[src/rtl/core/grt_pkg.sv]
// Package for the 2D grid ray traversal core: field types, widths, codes
// and the sequencer's control store. No dependencies.
package grt_pkg;

    localparam int POS_W         = 17;
    localparam int DIR_W         = 16;
    localparam int CELL_W        = 9;
    localparam int POS_FRAC_BITS = 8;
    localparam int DIR_FRAC_BITS = 14;
    localparam int DELTA_FRAC    = 16;
    localparam int DELTA_W       = 32;
    localparam int QUO_W         = DIR_FRAC_BITS + DELTA_FRAC + 1;
    localparam int MAG_W         = DIR_W + 1;
    localparam int DIST_W        = POS_FRAC_BITS + 1;
    localparam int PROD_W        = DIST_W + DELTA_W;
    localparam int SIDE_W        = 47;
    localparam int GRID_MAX      = 512;
    localparam int GRID_W        = 10;
    localparam int MAX_CELLS     = 64;
    localparam int LIM_W         = 7;
    localparam int N_W           = 6;

    typedef logic        [POS_W-1:0]  t_pos;
    typedef logic signed [DIR_W-1:0]  t_dir;
    typedef logic        [CELL_W-1:0] t_cell;
    typedef logic        [1:0]        t_cause;
    typedef logic        [1:0]        t_cfg_idx;
    typedef logic        [GRID_W-1:0] t_cfg_data;

    localparam t_cause CAUSE_LEFT      = 2'd0;
    localparam t_cause CAUSE_LIMIT     = 2'd1;
    localparam t_cause CAUSE_START_OUT = 2'd2;

    localparam t_cfg_idx REG_GRID_W   = 2'd0;
    localparam t_cfg_idx REG_GRID_H   = 2'd1;
    localparam t_cfg_idx REG_STEP_LIM = 2'd2;

    localparam logic [1:0] STEP_IDLE  = 2'd0;
    localparam logic [1:0] STEP_CHECK = 2'd1;
    localparam logic [1:0] STEP_SETUP = 2'd2;
    localparam logic [1:0] STEP_WALK  = 2'd3;

    localparam logic [1:0] CND_ALWAYS   = 2'd0;
    localparam logic [1:0] CND_IN_VALID = 2'd1;
    localparam logic [1:0] CND_OUT_FREE = 2'd2;
    localparam logic [1:0] CND_DIV_DONE = 2'd3;

    localparam logic [2:0] ACT_NONE  = 3'd0;
    localparam logic [2:0] ACT_LOAD  = 3'd1;
    localparam logic [2:0] ACT_CHECK = 3'd2;
    localparam logic [2:0] ACT_SETUP = 3'd3;
    localparam logic [2:0] ACT_WALK  = 3'd4;

    typedef struct packed {
        logic [1:0] cond;
        logic [2:0] act;
        logic [1:0] nxt;
        logic [1:0] jmp;
    } t_uword;

    function automatic t_uword uc_rom(input logic [1:0] addr);
        t_uword w;
        unique case (addr)
            STEP_IDLE:  w = '{cond: CND_IN_VALID, act: ACT_LOAD,  nxt: STEP_CHECK, jmp: STEP_CHECK};
            STEP_CHECK: w = '{cond: CND_OUT_FREE, act: ACT_CHECK, nxt: STEP_SETUP, jmp: STEP_IDLE};
            STEP_SETUP: w = '{cond: CND_DIV_DONE, act: ACT_SETUP, nxt: STEP_WALK,  jmp: STEP_WALK};
            STEP_WALK:  w = '{cond: CND_OUT_FREE, act: ACT_WALK,  nxt: STEP_WALK,  jmp: STEP_IDLE};
            default:    w = '{cond: CND_ALWAYS,   act: ACT_NONE,  nxt: STEP_IDLE,  jmp: STEP_IDLE};
        endcase
        return w;
    endfunction

endpackage

[src/rtl/core/grt_if.sv]
// Channel interfaces of the grid ray traversal core: ray input, cell output
// and configuration write. Depends on grt_pkg.
interface grt_ray_if;
    logic          valid;
    logic          ready;
    grt_pkg::t_pos pos_x;
    grt_pkg::t_pos pos_y;
    grt_pkg::t_dir dir_x;
    grt_pkg::t_dir dir_y;
    modport source (output valid, pos_x, pos_y, dir_x, dir_y, input ready);
    modport sink   (input valid, pos_x, pos_y, dir_x, dir_y, output ready);
endinterface

interface grt_cell_if;
    logic            valid;
    logic            ready;
    grt_pkg::t_cell  cell_x;
    grt_pkg::t_cell  cell_y;
    logic            hit_side;
    logic            in_grid;
    grt_pkg::t_cause end_cause;
    logic            last;
    modport source (output valid, cell_x, cell_y, hit_side, in_grid, end_cause, last,
                    input ready);
    modport sink   (input valid, cell_x, cell_y, hit_side, in_grid, end_cause, last,
                    output ready);
endinterface

interface grt_cfg_if;
    logic               valid;
    logic               ready;
    grt_pkg::t_cfg_idx  index;
    grt_pkg::t_cfg_data data;
    modport source (output valid, index, data, input ready);
    modport sink   (input valid, index, data, output ready);
endinterface

[src/rtl/core/grt_recip.sv]
// Bit-serial restoring divider: delta = 2^(DIR_FRAC_BITS+DELTA_FRAC) / |dir|,
// one quotient bit per cycle, saturated for a zero direction. Depends on grt_pkg.
module grt_recip (
    input  logic                       i_clk,
    input  logic                       i_rst_n,
    input  logic                       i_start,
    input  grt_pkg::t_dir              i_dir,
    output logic                       o_done,
    output logic [grt_pkg::DELTA_W-1:0] o_delta
);
    import grt_pkg::*;

    localparam int CNT_W = $clog2(QUO_W);

    logic               r_busy;
    logic               r_done;
    logic [CNT_W-1:0]   r_cnt;
    logic [MAG_W-1:0]   r_mag;
    logic [MAG_W-2:0]   r_rem;
    logic [QUO_W-1:0]   r_quo;

    logic [MAG_W-1:0]   sx;
    logic [MAG_W-1:0]   n_mag;
    logic [MAG_W-1:0]   trial;
    logic [MAG_W-1:0]   diff;
    logic               ge;

    assign sx    = {i_dir[DIR_W-1], i_dir};
    assign n_mag = sx[MAG_W-1] ? (MAG_W)'(-sx) : sx;
    assign trial = {r_rem, (r_cnt == CNT_W'(QUO_W-1))};
    assign ge    = (trial >= r_mag);
    assign diff  = trial - r_mag;

    always_ff @(posedge i_clk) begin
        if (!i_rst_n) begin
            r_busy <= 1'b0;
            r_done <= 1'b0;
        end else if (i_start) begin
            r_busy <= 1'b1;
            r_done <= 1'b0;
        end else if (r_busy && r_cnt == '0) begin
            r_busy <= 1'b0;
            r_done <= 1'b1;
        end
    end

    always_ff @(posedge i_clk) begin
        if (i_start) begin
            r_mag <= n_mag;
            r_rem <= '0;
            r_quo <= '0;
            r_cnt <= CNT_W'(QUO_W-1);
        end else if (r_busy) begin
            r_rem <= ge ? diff[MAG_W-2:0] : trial[MAG_W-2:0];
            r_quo <= {r_quo[QUO_W-2:0], ge};
            r_cnt <= r_cnt - 1'b1;
        end
    end

    assign o_done  = r_done;
    assign o_delta = (r_mag == '0) ? '1 : {{(DELTA_W-QUO_W){1'b0}}, r_quo};

    a_start_busy: assert property (@(posedge i_clk) disable iff (!i_rst_n)
        i_start |=> r_busy && !o_done)
        else $error("divider not busy after start");
    a_busy_not_done: assert property (@(posedge i_clk) disable iff (!i_rst_n)
        r_busy |-> !r_done)
        else $error("divider busy and done together");
    a_finish: assert property (@(posedge i_clk) disable iff (!i_rst_n)
        (r_busy && r_cnt == '0 && !i_start) |=> o_done)
        else $error("divider did not finish after last bit");
endmodule

[src/rtl/core/grid_ray_traversal_2d_core.sv]
// 2D grid ray traversal core: takes one ray per transfer and sends the grid
// cells it visits, in order, one cell per output transfer.
// Depends on grt_pkg, grt_if and grt_recip.
//
// A ray is loaded, then checked; when its start lies outside the grid the check
// sends one out-of-grid cell and ends the ray. Otherwise set-up waits for the
// two bit-serial reciprocal units, which produce one quotient bit per cycle
// (31 bits), then the compare-and-add walk emits one cell per step, up to the
// step limit. A new ray is taken only once the previous one's last cell is
// loaded into the output register. Output stalls hold the check and the walk.
module grid_ray_traversal_2d_core (
    input  logic        i_clk,
    input  logic        i_rst_n,
    grt_ray_if.sink     i_ray,
    grt_cfg_if.sink     i_cfg,
    grt_cell_if.source  o_cell
);
    import grt_pkg::*;

    logic [GRID_W-1:0] r_grid_w;
    logic [GRID_W-1:0] r_grid_h;
    logic [LIM_W-1:0]  r_step_lim;

    logic [GRID_W-1:0] w_eff;
    logic [GRID_W-1:0] h_eff;
    logic [LIM_W-1:0]  lim_eff;

    logic [1:0]        r_step;
    t_uword            uw;
    logic              cond_ok;
    logic              br;

    t_pos              r_px;
    t_pos              r_py;
    t_dir              r_dx;
    t_dir              r_dy;
    t_cell             r_cx;
    t_cell             r_cy;
    logic              r_side;
    logic [N_W-1:0]    r_n;
    logic [DIST_W-1:0] r_dist_x;
    logic [DIST_W-1:0] r_dist_y;
    logic [SIDE_W-1:0] r_sdx;
    logic [SIDE_W-1:0] r_sdy;

    logic              r_out_valid;
    t_cell             r_out_cx;
    t_cell             r_out_cy;
    logic              r_out_side;
    logic              r_out_ing;
    t_cause            r_out_cause;
    logic              r_out_last;

    logic                div_start;
    logic                done_x;
    logic                done_y;
    logic [DELTA_W-1:0]  delta_x;
    logic [DELTA_W-1:0]  delta_y;

    t_cell             cx0;
    t_cell             cy0;
    logic              outside;
    logic [POS_FRAC_BITS-1:0] frac_x;
    logic [POS_FRAC_BITS-1:0] frac_y;
    logic [PROD_W-1:0] prod_x;
    logic [PROD_W-1:0] prod_y;
    logic [SIDE_W-1:0] inc_x;
    logic [SIDE_W-1:0] inc_y;
    logic              out_free;
    logic              at_limit;
    logic              pick_x;
    logic [GRID_W-1:0] cx_up;
    logic [GRID_W-1:0] cy_up;
    logic              leave;
    logic              walk_last;
    logic              fire;
    logic              emit_out;
    logic              emit_walk;

    // Configuration
    assign i_cfg.ready = 1'b1;

    always_ff @(posedge i_clk) begin
        if (!i_rst_n) begin
            r_grid_w   <= GRID_W'(500);
            r_grid_h   <= GRID_W'(500);
            r_step_lim <= LIM_W'(64);
        end else if (i_cfg.valid) begin
            unique case (i_cfg.index)
                REG_GRID_W:   r_grid_w   <= i_cfg.data;
                REG_GRID_H:   r_grid_h   <= i_cfg.data;
                REG_STEP_LIM: r_step_lim <= i_cfg.data[LIM_W-1:0];
                default: ;
            endcase
        end
    end

    assign w_eff   = (r_grid_w > GRID_W'(GRID_MAX)) ? GRID_W'(GRID_MAX) : r_grid_w;
    assign h_eff   = (r_grid_h > GRID_W'(GRID_MAX)) ? GRID_W'(GRID_MAX) : r_grid_h;
    assign lim_eff = (r_step_lim == '0)                ? LIM_W'(1) :
                     (r_step_lim > LIM_W'(MAX_CELLS)) ? LIM_W'(MAX_CELLS) : r_step_lim;

    // Sequencer
    assign uw       = uc_rom(r_step);
    assign out_free = !r_out_valid || o_cell.ready;

    always_comb begin
        unique case (uw.cond)
            CND_ALWAYS:   cond_ok = 1'b1;
            CND_IN_VALID: cond_ok = i_ray.valid;
            CND_OUT_FREE: cond_ok = out_free;
            CND_DIV_DONE: cond_ok = done_x && done_y;
            default:      cond_ok = 1'b0;
        endcase
    end

    assign fire        = cond_ok;
    assign i_ray.ready = (uw.act == ACT_LOAD);

    // Datapath terms
    assign cx0     = r_px[POS_W-1:POS_FRAC_BITS];
    assign cy0     = r_py[POS_W-1:POS_FRAC_BITS];
    assign outside = (GRID_W'(cx0) >= w_eff) || (GRID_W'(cy0) >= h_eff);
    assign frac_x  = r_px[POS_FRAC_BITS-1:0];
    assign frac_y  = r_py[POS_FRAC_BITS-1:0];

    assign prod_x = r_dist_x * delta_x;
    assign prod_y = r_dist_y * delta_y;
    assign inc_x  = {{(SIDE_W-DELTA_W-POS_FRAC_BITS){1'b0}}, delta_x,
                     {POS_FRAC_BITS{1'b0}}};
    assign inc_y  = {{(SIDE_W-DELTA_W-POS_FRAC_BITS){1'b0}}, delta_y,
                     {POS_FRAC_BITS{1'b0}}};

    assign at_limit  = (LIM_W'(r_n) + LIM_W'(1)) >= lim_eff;
    assign pick_x    = r_sdx < r_sdy;
    assign cx_up     = GRID_W'(r_cx) + GRID_W'(1);
    assign cy_up     = GRID_W'(r_cy) + GRID_W'(1);
    assign leave     = pick_x ? (r_dx[DIR_W-1] ? (r_cx == '0) : (cx_up >= w_eff))
                              : (r_dy[DIR_W-1] ? (r_cy == '0) : (cy_up >= h_eff));
    assign walk_last = at_limit || leave;

    assign br        = (uw.act == ACT_CHECK) ? outside : walk_last;
    assign div_start = fire && (uw.act == ACT_CHECK) && !outside;
    assign emit_out  = fire && (uw.act == ACT_CHECK) && outside;
    assign emit_walk = fire && (uw.act == ACT_WALK);

    always_ff @(posedge i_clk) begin
        if (!i_rst_n) begin
            r_step <= STEP_IDLE;
        end else if (fire) begin
            r_step <= br ? uw.jmp : uw.nxt;
        end
    end

    always_ff @(posedge i_clk) begin
        if (fire) begin
            unique case (uw.act)
                ACT_LOAD: begin
                    r_px <= i_ray.pos_x;
                    r_py <= i_ray.pos_y;
                    r_dx <= i_ray.dir_x;
                    r_dy <= i_ray.dir_y;
                end
                ACT_CHECK: begin
                    r_cx     <= cx0;
                    r_cy     <= cy0;
                    r_side   <= 1'b0;
                    r_n      <= '0;
                    r_dist_x <= r_dx[DIR_W-1] ? DIST_W'(frac_x)
                                              : DIST_W'(1 << POS_FRAC_BITS) - DIST_W'(frac_x);
                    r_dist_y <= r_dy[DIR_W-1] ? DIST_W'(frac_y)
                                              : DIST_W'(1 << POS_FRAC_BITS) - DIST_W'(frac_y);
                end
                ACT_SETUP: begin
                    r_sdx <= SIDE_W'(prod_x);
                    r_sdy <= SIDE_W'(prod_y);
                end
                ACT_WALK: begin
                    if (!walk_last) begin
                        r_n    <= r_n + 1'b1;
                        r_side <= !pick_x;
                        if (pick_x) begin
                            r_cx  <= r_dx[DIR_W-1] ? r_cx - 1'b1 : r_cx + 1'b1;
                            r_sdx <= r_sdx + inc_x;
                        end else begin
                            r_cy  <= r_dy[DIR_W-1] ? r_cy - 1'b1 : r_cy + 1'b1;
                            r_sdy <= r_sdy + inc_y;
                        end
                    end
                end
                default: ;
            endcase
        end
    end

    grt_recip u_recip_x (
        .i_clk   (i_clk),
        .i_rst_n (i_rst_n),
        .i_start (div_start),
        .i_dir   (r_dx),
        .o_done  (done_x),
        .o_delta (delta_x)
    );

    grt_recip u_recip_y (
        .i_clk   (i_clk),
        .i_rst_n (i_rst_n),
        .i_start (div_start),
        .i_dir   (r_dy),
        .o_done  (done_y),
        .o_delta (delta_y)
    );

    // Output register
    always_ff @(posedge i_clk) begin
        if (!i_rst_n) begin
            r_out_valid <= 1'b0;
        end else if (emit_out || emit_walk) begin
            r_out_valid <= 1'b1;
        end else if (o_cell.ready) begin
            r_out_valid <= 1'b0;
        end
    end

    always_ff @(posedge i_clk) begin
        if (emit_out) begin
            r_out_cx    <= cx0;
            r_out_cy    <= cy0;
            r_out_side  <= 1'b0;
            r_out_ing   <= 1'b0;
            r_out_cause <= CAUSE_START_OUT;
            r_out_last  <= 1'b1;
        end else if (emit_walk) begin
            r_out_cx    <= r_cx;
            r_out_cy    <= r_cy;
            r_out_side  <= r_side;
            r_out_ing   <= 1'b1;
            r_out_cause <= at_limit ? CAUSE_LIMIT : CAUSE_LEFT;
            r_out_last  <= walk_last;
        end
    end

    assign o_cell.valid     = r_out_valid;
    assign o_cell.cell_x    = r_out_cx;
    assign o_cell.cell_y    = r_out_cy;
    assign o_cell.hit_side  = r_out_side;
    assign o_cell.in_grid   = r_out_ing;
    assign o_cell.end_cause = r_out_cause;
    assign o_cell.last      = r_out_last;

    a_load_check: assert property (@(posedge i_clk) disable iff (!i_rst_n)
        (i_ray.valid && i_ray.ready) |=> (r_step == STEP_CHECK))
        else $error("ray transfer did not start the check step");
    a_count_bound: assert property (@(posedge i_clk) disable iff (!i_rst_n)
        (r_step == STEP_WALK) |-> (LIM_W'(r_n) < lim_eff))
        else $error("cell count passed the step limit");
    a_outside_flag: assert property (@(posedge i_clk) disable iff (!i_rst_n)
        (r_out_valid && !r_out_ing) |-> (r_out_last && r_out_cause == CAUSE_START_OUT))
        else $error("outside result not marked last with start-outside cause");
    a_div_pair: assert property (@(posedge i_clk) disable iff (!i_rst_n)
        done_x == done_y)
        else $error("reciprocal units out of step");
endmodule

[src/flat_wrapper.sv]
// flat-port wrapper written by rule: the top's interface ports become plain ports
module grid_ray_traversal_2d_core_flat import grt_pkg::*;
  (i_clk, i_rst_n, i_ray_valid, i_ray_pos_x, i_ray_pos_y, i_ray_dir_x, i_ray_dir_y, i_ray_ready, i_cfg_valid, i_cfg_index, i_cfg_data, i_cfg_ready, o_cell_valid, o_cell_cell_x, o_cell_cell_y, o_cell_hit_side, o_cell_in_grid, o_cell_end_cause, o_cell_last, o_cell_ready);
  grt_ray_if i_ray_i ();
  grt_cfg_if i_cfg_i ();
  grt_cell_if o_cell_i ();
  input  logic i_clk;
  input  logic i_rst_n;
  input wire logic [$bits(i_ray_i.valid)-1:0] i_ray_valid;
  input wire logic [$bits(i_ray_i.pos_x)-1:0] i_ray_pos_x;
  input wire logic [$bits(i_ray_i.pos_y)-1:0] i_ray_pos_y;
  input wire logic [$bits(i_ray_i.dir_x)-1:0] i_ray_dir_x;
  input wire logic [$bits(i_ray_i.dir_y)-1:0] i_ray_dir_y;
  output wire logic [$bits(i_ray_i.ready)-1:0] i_ray_ready;
  input wire logic [$bits(i_cfg_i.valid)-1:0] i_cfg_valid;
  input wire logic [$bits(i_cfg_i.index)-1:0] i_cfg_index;
  input wire logic [$bits(i_cfg_i.data)-1:0] i_cfg_data;
  output wire logic [$bits(i_cfg_i.ready)-1:0] i_cfg_ready;
  output wire logic [$bits(o_cell_i.valid)-1:0] o_cell_valid;
  output wire logic [$bits(o_cell_i.cell_x)-1:0] o_cell_cell_x;
  output wire logic [$bits(o_cell_i.cell_y)-1:0] o_cell_cell_y;
  output wire logic [$bits(o_cell_i.hit_side)-1:0] o_cell_hit_side;
  output wire logic [$bits(o_cell_i.in_grid)-1:0] o_cell_in_grid;
  output wire logic [$bits(o_cell_i.end_cause)-1:0] o_cell_end_cause;
  output wire logic [$bits(o_cell_i.last)-1:0] o_cell_last;
  input wire logic [$bits(o_cell_i.ready)-1:0] o_cell_ready;
  assign i_ray_i.valid = i_ray_valid;
  assign i_ray_i.pos_x = i_ray_pos_x;
  assign i_ray_i.pos_y = i_ray_pos_y;
  assign i_ray_i.dir_x = i_ray_dir_x;
  assign i_ray_i.dir_y = i_ray_dir_y;
  assign i_ray_ready = i_ray_i.ready;
  assign i_cfg_i.valid = i_cfg_valid;
  assign i_cfg_i.index = i_cfg_index;
  assign i_cfg_i.data = i_cfg_data;
  assign i_cfg_ready = i_cfg_i.ready;
  assign o_cell_valid = o_cell_i.valid;
  assign o_cell_cell_x = o_cell_i.cell_x;
  assign o_cell_cell_y = o_cell_i.cell_y;
  assign o_cell_hit_side = o_cell_i.hit_side;
  assign o_cell_in_grid = o_cell_i.in_grid;
  assign o_cell_end_cause = o_cell_i.end_cause;
  assign o_cell_last = o_cell_i.last;
  assign o_cell_i.ready = o_cell_ready;
  grid_ray_traversal_2d_core u_core (.i_clk(i_clk), .i_rst_n(i_rst_n), .i_ray(i_ray_i), .i_cfg(i_cfg_i), .o_cell(o_cell_i));
endmodule
[config.mk]
export PLATFORM = sky130hd
export DESIGN_NAME = grid_ray_traversal_2d_core_flat
export DESIGN_NICKNAME = d
export VERILOG_FILES = /design/src/rtl/core/grt_pkg.sv /design/src/rtl/core/grt_if.sv /design/src/rtl/core/grt_recip.sv /design/src/rtl/core/grid_ray_traversal_2d_core.sv /design/src/flat_wrapper.sv
export SDC_FILE = /design/constraint.sdc
export NUM_CORES = 2
export LEC_CHECK = 0
export ABC_AREA = 1
export BUFFER_PORTS_ARGS = -buffer_cell sky130_fd_sc_hd__clkbuf_2
export CAP_MARGIN = 25
export CORE_ASPECT_RATIO = 2
export CORE_MARGIN = 3
export CORE_UTILIZATION = 65
export CTS_CLUSTER_SIZE = 28
export DETAILED_ROUTE_END_ITERATION = 10
export PLACE_DENSITY = 0.82
export SYNTH_ARGS = -nofsm -noshare
export SYNTH_HDL_FRONTEND = slang
export SYNTH_SLANG_ARGS = --single-unit
[constraint.sdc]
create_clock -name i_clk -period 6.9 [get_ports i_clk]
set_input_delay 0.345 -clock i_clk [delete_from_list [all_inputs] [get_ports i_clk]]
set_output_delay 0.345 -clock i_clk [all_outputs]
set_load 0.01 [all_outputs]
==> metrics.md <==
| Metric | Value |
|---|---|
| Antenna Nets Post-Route | 0 |
| Most numerous cell in the Yosys netlist | sky130_fd_sc_hd__nand2_1 |
| R2r endpoint | u_core.r_sdx[38] |
| Cell type with the largest total area after synthesis | sky130_fd_sc_hd__fa_1 |
| Switch Pwr | around 0.0047 W |
| Clock buffers created by TritonCTS | 42 |
| Register-to-Register Setup Slack | 180 ps |
| Max-cap check violation count | 0 |
| Number of flops mapped to enable cells by yosys | 255 |
| Fraction of registers with async set/reset | 0% |
| Startpoint of the worst hold path | i_cfg_data[9] |
| Die Height | between 300 and 400 um |
| Vias after detailed routing | 42060 |
| FF/Latch Area | around 11000 um2 |
| Critical path class | flip-flop to flip-flop |
| Worst Hold End | u_core.r_grid_w[9] |
| Tmin final | about 6700 ps |
| Highest fanout seen on the critical path | 18 |
| First-pass DRT Iterations | 9 |
| Area fraction in compound gates after synthesis | 9.804% |
| Starting Density | approximately two thirds |
| Fillers | 5114 |
| H-tree depth | 2 |
| Largest family of logic cells by synthesized area | adder cells |
| RSZ-0062 raised after global routing | true |
| Vias per std cell | 6.055 |
| Top post-synthesis cells by count | sky130_fd_sc_hd__nand2_1, sky130_fd_sc_hd__inv_1, sky130_fd_sc_hd__nor2_1, sky130_fd_sc_hd__fa_1, sky130_fd_sc_hd__a21oi_1 |
| Sequential area share after synthesis | 24.07% |
| Crit share post-route | between 90% and 100% |
| Largest net degree at the start of global routing | 81 |
| Global-route wire length before repair | 245000 um |
| Synth Area in Simple Gates | between 20 and 25% |
| Number of register bits inferred by synthesis | roughly 400 |
| Syn Inst Count | 5866 |
| Power density over the cells | 220.9 nW/um2 |
| Fraction of power consumed by the clock network | 23.6% |
| CP endpoint kind | flip-flop |
| Final core occ | between 70 and 80% |
| Final #Nets | ~7000 |
| Post-Place Cells | 6785 |
| Top_reg_cell synth | sky130_fd_sc_hd__edfxtp_1 |
| Worst hold path depth | 3 |
| CTS tree | done |
| Total die area | 70570 um2 |
| Placed inst area | roughly 45000 um2 |
| Non-Filler Cell Area, Final | 47580 um2 |
| Net Sw Frac | 44.51% |
| Distinct cell type count after synthesis | 58 |
| Total congestion overflow | 0 |
| Antenna violations before repair | 1 |
| Xor-xnor portion of the synthesized cell area | 2.245% |
| Count of buffers from port buffering | 107 |
| DRT Wirelength | 161800 um |
| Number of global-route vias before repair | 43950 |
| Arrival time at the worst endpoint | 7100 ps |
| Final setup violation count | 0 |
| Outcome | complete, no violations |
| Remaining max-slew budget at the tightest pin | between 20 and 30% |
| Drt initial violations | 3418 |
| Top-Level Pins | 109 |
| Post-synthesis instance area | 43700 um2 |
| Part of the power in registers | a little under a third |
| Min-Delay Path Class | input pin to flip-flop |
| Filler-free cell count of the finished design | 6945 |
| Skew-Pair Late Insertion Delay | between 600 and 700 ps |
| Area share of the largest cell type after synthesis | 19.61% |
| Share of post-route cells with drive strength above 1 | 5.638% |
| Post-detailed-placement half-perimeter wirelength | 126500 um |
| Adder-cell share of the synthesized area | between 20% and 30% |
| Total design power | 0.01051 W |
| Data required time at the worst endpoint | 7280 ps |
| Area growth from synthesis to layout | 8.870% |
| Max-slew violation total from the final report | 0 |
| Kind of launch point of the worst setup path | flip-flop |
| Synth warnings | 0 |
| Top routing layer in use | met4 |
| Top area cells in the synthesized netlist | sky130_fd_sc_hd__fa_1, sky130_fd_sc_hd__edfxtp_1, sky130_fd_sc_hd__nand2_1 |
| Mean area per synthesized cell | 7.450 um2 |
| Global placement routability congestion | roughly 1.1 |
| Clock-pin slew on the worst setup and hold paths | roughly 60 ps |
| Multi-input gate area | 28650 um2 |
| Core area | 66230 um2 |
| Buffer type at the clock tree root | sky130_fd_sc_hd__clkbuf_16 |
| Final setup skew | 46.12 ps |
| Part of the power in combinational logic | a little under half |
| Buffers from clock root to sink, at most | 3 |
| Startpoint of the worst register-to-register path | u_core.u_recip_x.r_mag[1] |
| Final-report hold violation count | 0 |
| Worst-Margin Slew | 1082 ps |
| Portion of netlist area occupied by mux cells | 0% |
| CTS sink count | ~400 |
| Die width | roughly 190 um |
| Worst IR Drop VDD | 0.2733 mV |
| Depth of the worst register-to-register path | 25 |
| Met2 WL | slightly above 80000 um |
| All-Layer GR Usage | 45.81% |
| Wire length on met3 | 12290 um |
| Number of rows created at floorplan | about 130 |
| Internal Dissipation | 0.005831 W |
| Fmax achieved | 148.9 MHz |
| Routed met1 length | approximately 46000 um |
| Remaining DRCs | 0 |
| Leak pwr | 24.33 nW |
| Final routed wire length divided by cell count | approximately 23 um |
layer usage:
metal	vias up	global-route usage, %
met3	1085	10.30
met5	-	0
met2	2436	80.45
li1	18790	-
met4	0	48.92
met1	19740	40.54
worst max-delay path by stage:
stage | start | to | cells after the start
2_1_floorplan | u_core.u_recip_y.r_mag[1] | u_core.r_sdy[22] | 28
3_3_place_gp | u_core.u_recip_y.r_mag[5] | u_core.r_sdy[38] | 26
3_5_place_dp | u_core.u_recip_y.r_mag[6] | u_core.r_sdy[38] | 26
4_1_cts | u_core.u_recip_x.r_mag[1] | u_core.r_sdx[34] | 25
5_1_grt | u_core.u_recip_y.r_mag[1] | u_core.r_sdy[38] | 27
6_report | u_core.u_recip_x.r_mag[1] | u_core.r_sdx[38] | 25
power by group through the flow:
stage	sequential [W]	combinational [W]	clock, W
floorplan	0.00318	0.00305	0
global placement	0.00329	0.00439	0
detailed placement	0.00330	0.00449	0
CTS	0.00325	0.00457	0.00244
global route	0.00328	0.00522	0.00254
finish	0.00327	0.00476	0.00248
cell usage in the layout (no fill, tap or decap), drive strengths merged, types with 57 or more instances in the layout:
cell type	n
fa	428
xor2	84
buf	68
nand2	1358
dlygate4sd3	72
dfxtp	143
nor2	829
o21ai	275
a21oi	368
inv	1074
nor3	57
edfxtp	255
ha	338
clkbuf	167
nand3	255
sequential cells by signal, summed over array words and instances, names as in the netlist, 10 cells and up, named ones only:
signal                  flops
u_core.r_dx                16
u_core.r_dy                16
u_core.r_grid_h            10
u_core.r_grid_w            10
u_core.r_px                17
u_core.r_py                17
u_core.r_sdx               47
u_core.r_sdy               47
u_core.u_recip_x.r_mag     17
u_core.u_recip_x.r_quo     31
u_core.u_recip_x.r_rem     16
u_core.u_recip_y.r_mag     17
u_core.u_recip_y.r_quo     31
u_core.u_recip_y.r_rem     16
through the flow:
step | TNS [ps] | hold WS [ps] | worst slack (ps)
after floorplan | 0 | 443.9 | 1584
after global placement | -181.9 | 443.3 | -181.9
after detailed placement | -290.8 | 445.8 | -290.8
after CTS | 0 | 1.544 | 67.41
after global routing | -32.28 | 41.55 | -28.83
final | 0 | 23.71 | 184.1
critical path, stage by stage (launching register included):
cell and delay (ps):
sky130_fd_sc_hd__edfxtp_1 450, sky130_fd_sc_hd__inv_1 110, sky130_fd_sc_hd__nand4_1 120, sky130_fd_sc_hd__nor4_1 320, sky130_fd_sc_hd__nand2_2 270, sky130_fd_sc_hd__inv_6 230
sky130_fd_sc_hd__buf_4 230, sky130_fd_sc_hd__nor2_1 160, sky130_fd_sc_hd__inv_2 270, sky130_fd_sc_hd__nand2_1 140, sky130_fd_sc_hd__fa_1 540, sky130_fd_sc_hd__inv_1 50
sky130_fd_sc_hd__fa_1 470, sky130_fd_sc_hd__fa_1 520, sky130_fd_sc_hd__inv_1 70, sky130_fd_sc_hd__fa_1 530, sky130_fd_sc_hd__inv_1 40, sky130_fd_sc_hd__ha_1 400
sky130_fd_sc_hd__inv_1 220, sky130_fd_sc_hd__o21bai_1 150, sky130_fd_sc_hd__a21oi_2 250, sky130_fd_sc_hd__nand2_1 110, sky130_fd_sc_hd__o21ai_0 260, sky130_fd_sc_hd__nand4_1 130
sky130_fd_sc_hd__nand3_1 280, sky130_fd_sc_hd__o21ai_1 100
cell families after synthesis:
| logic type | count (synthesis) |
|---|---|
| flops | 398 |
| simple gates | 2601 |
| other cells | 2 |
| buf+inv | 1207 |
| xor+xnor | 112 |
| compound gates | 780 |
| fa+ha+maj | 766 |
cell type report:
type,count,area share (%)
inverters,1081,8.560
flip-flops and latches,398,22.12
clock inverters,18,0.4366
diodes,2,0.01052
repair buffers,247,3.808
multi-input cells,4262,60.21
well taps,877,2.306
clock buffers,60,2.546
timing repair:
item                                    4_1_cts  5_1_grt
setup buffers                                 0        1
gates resized for setup                       3       12
hold buffers                                 70        2
hold endpoints to repair                     72        3
pin swaps                                     0        2
cloned                                        0        0
endpoints found under the setup margin        2       31
Power figures use the tool's default switching activity.
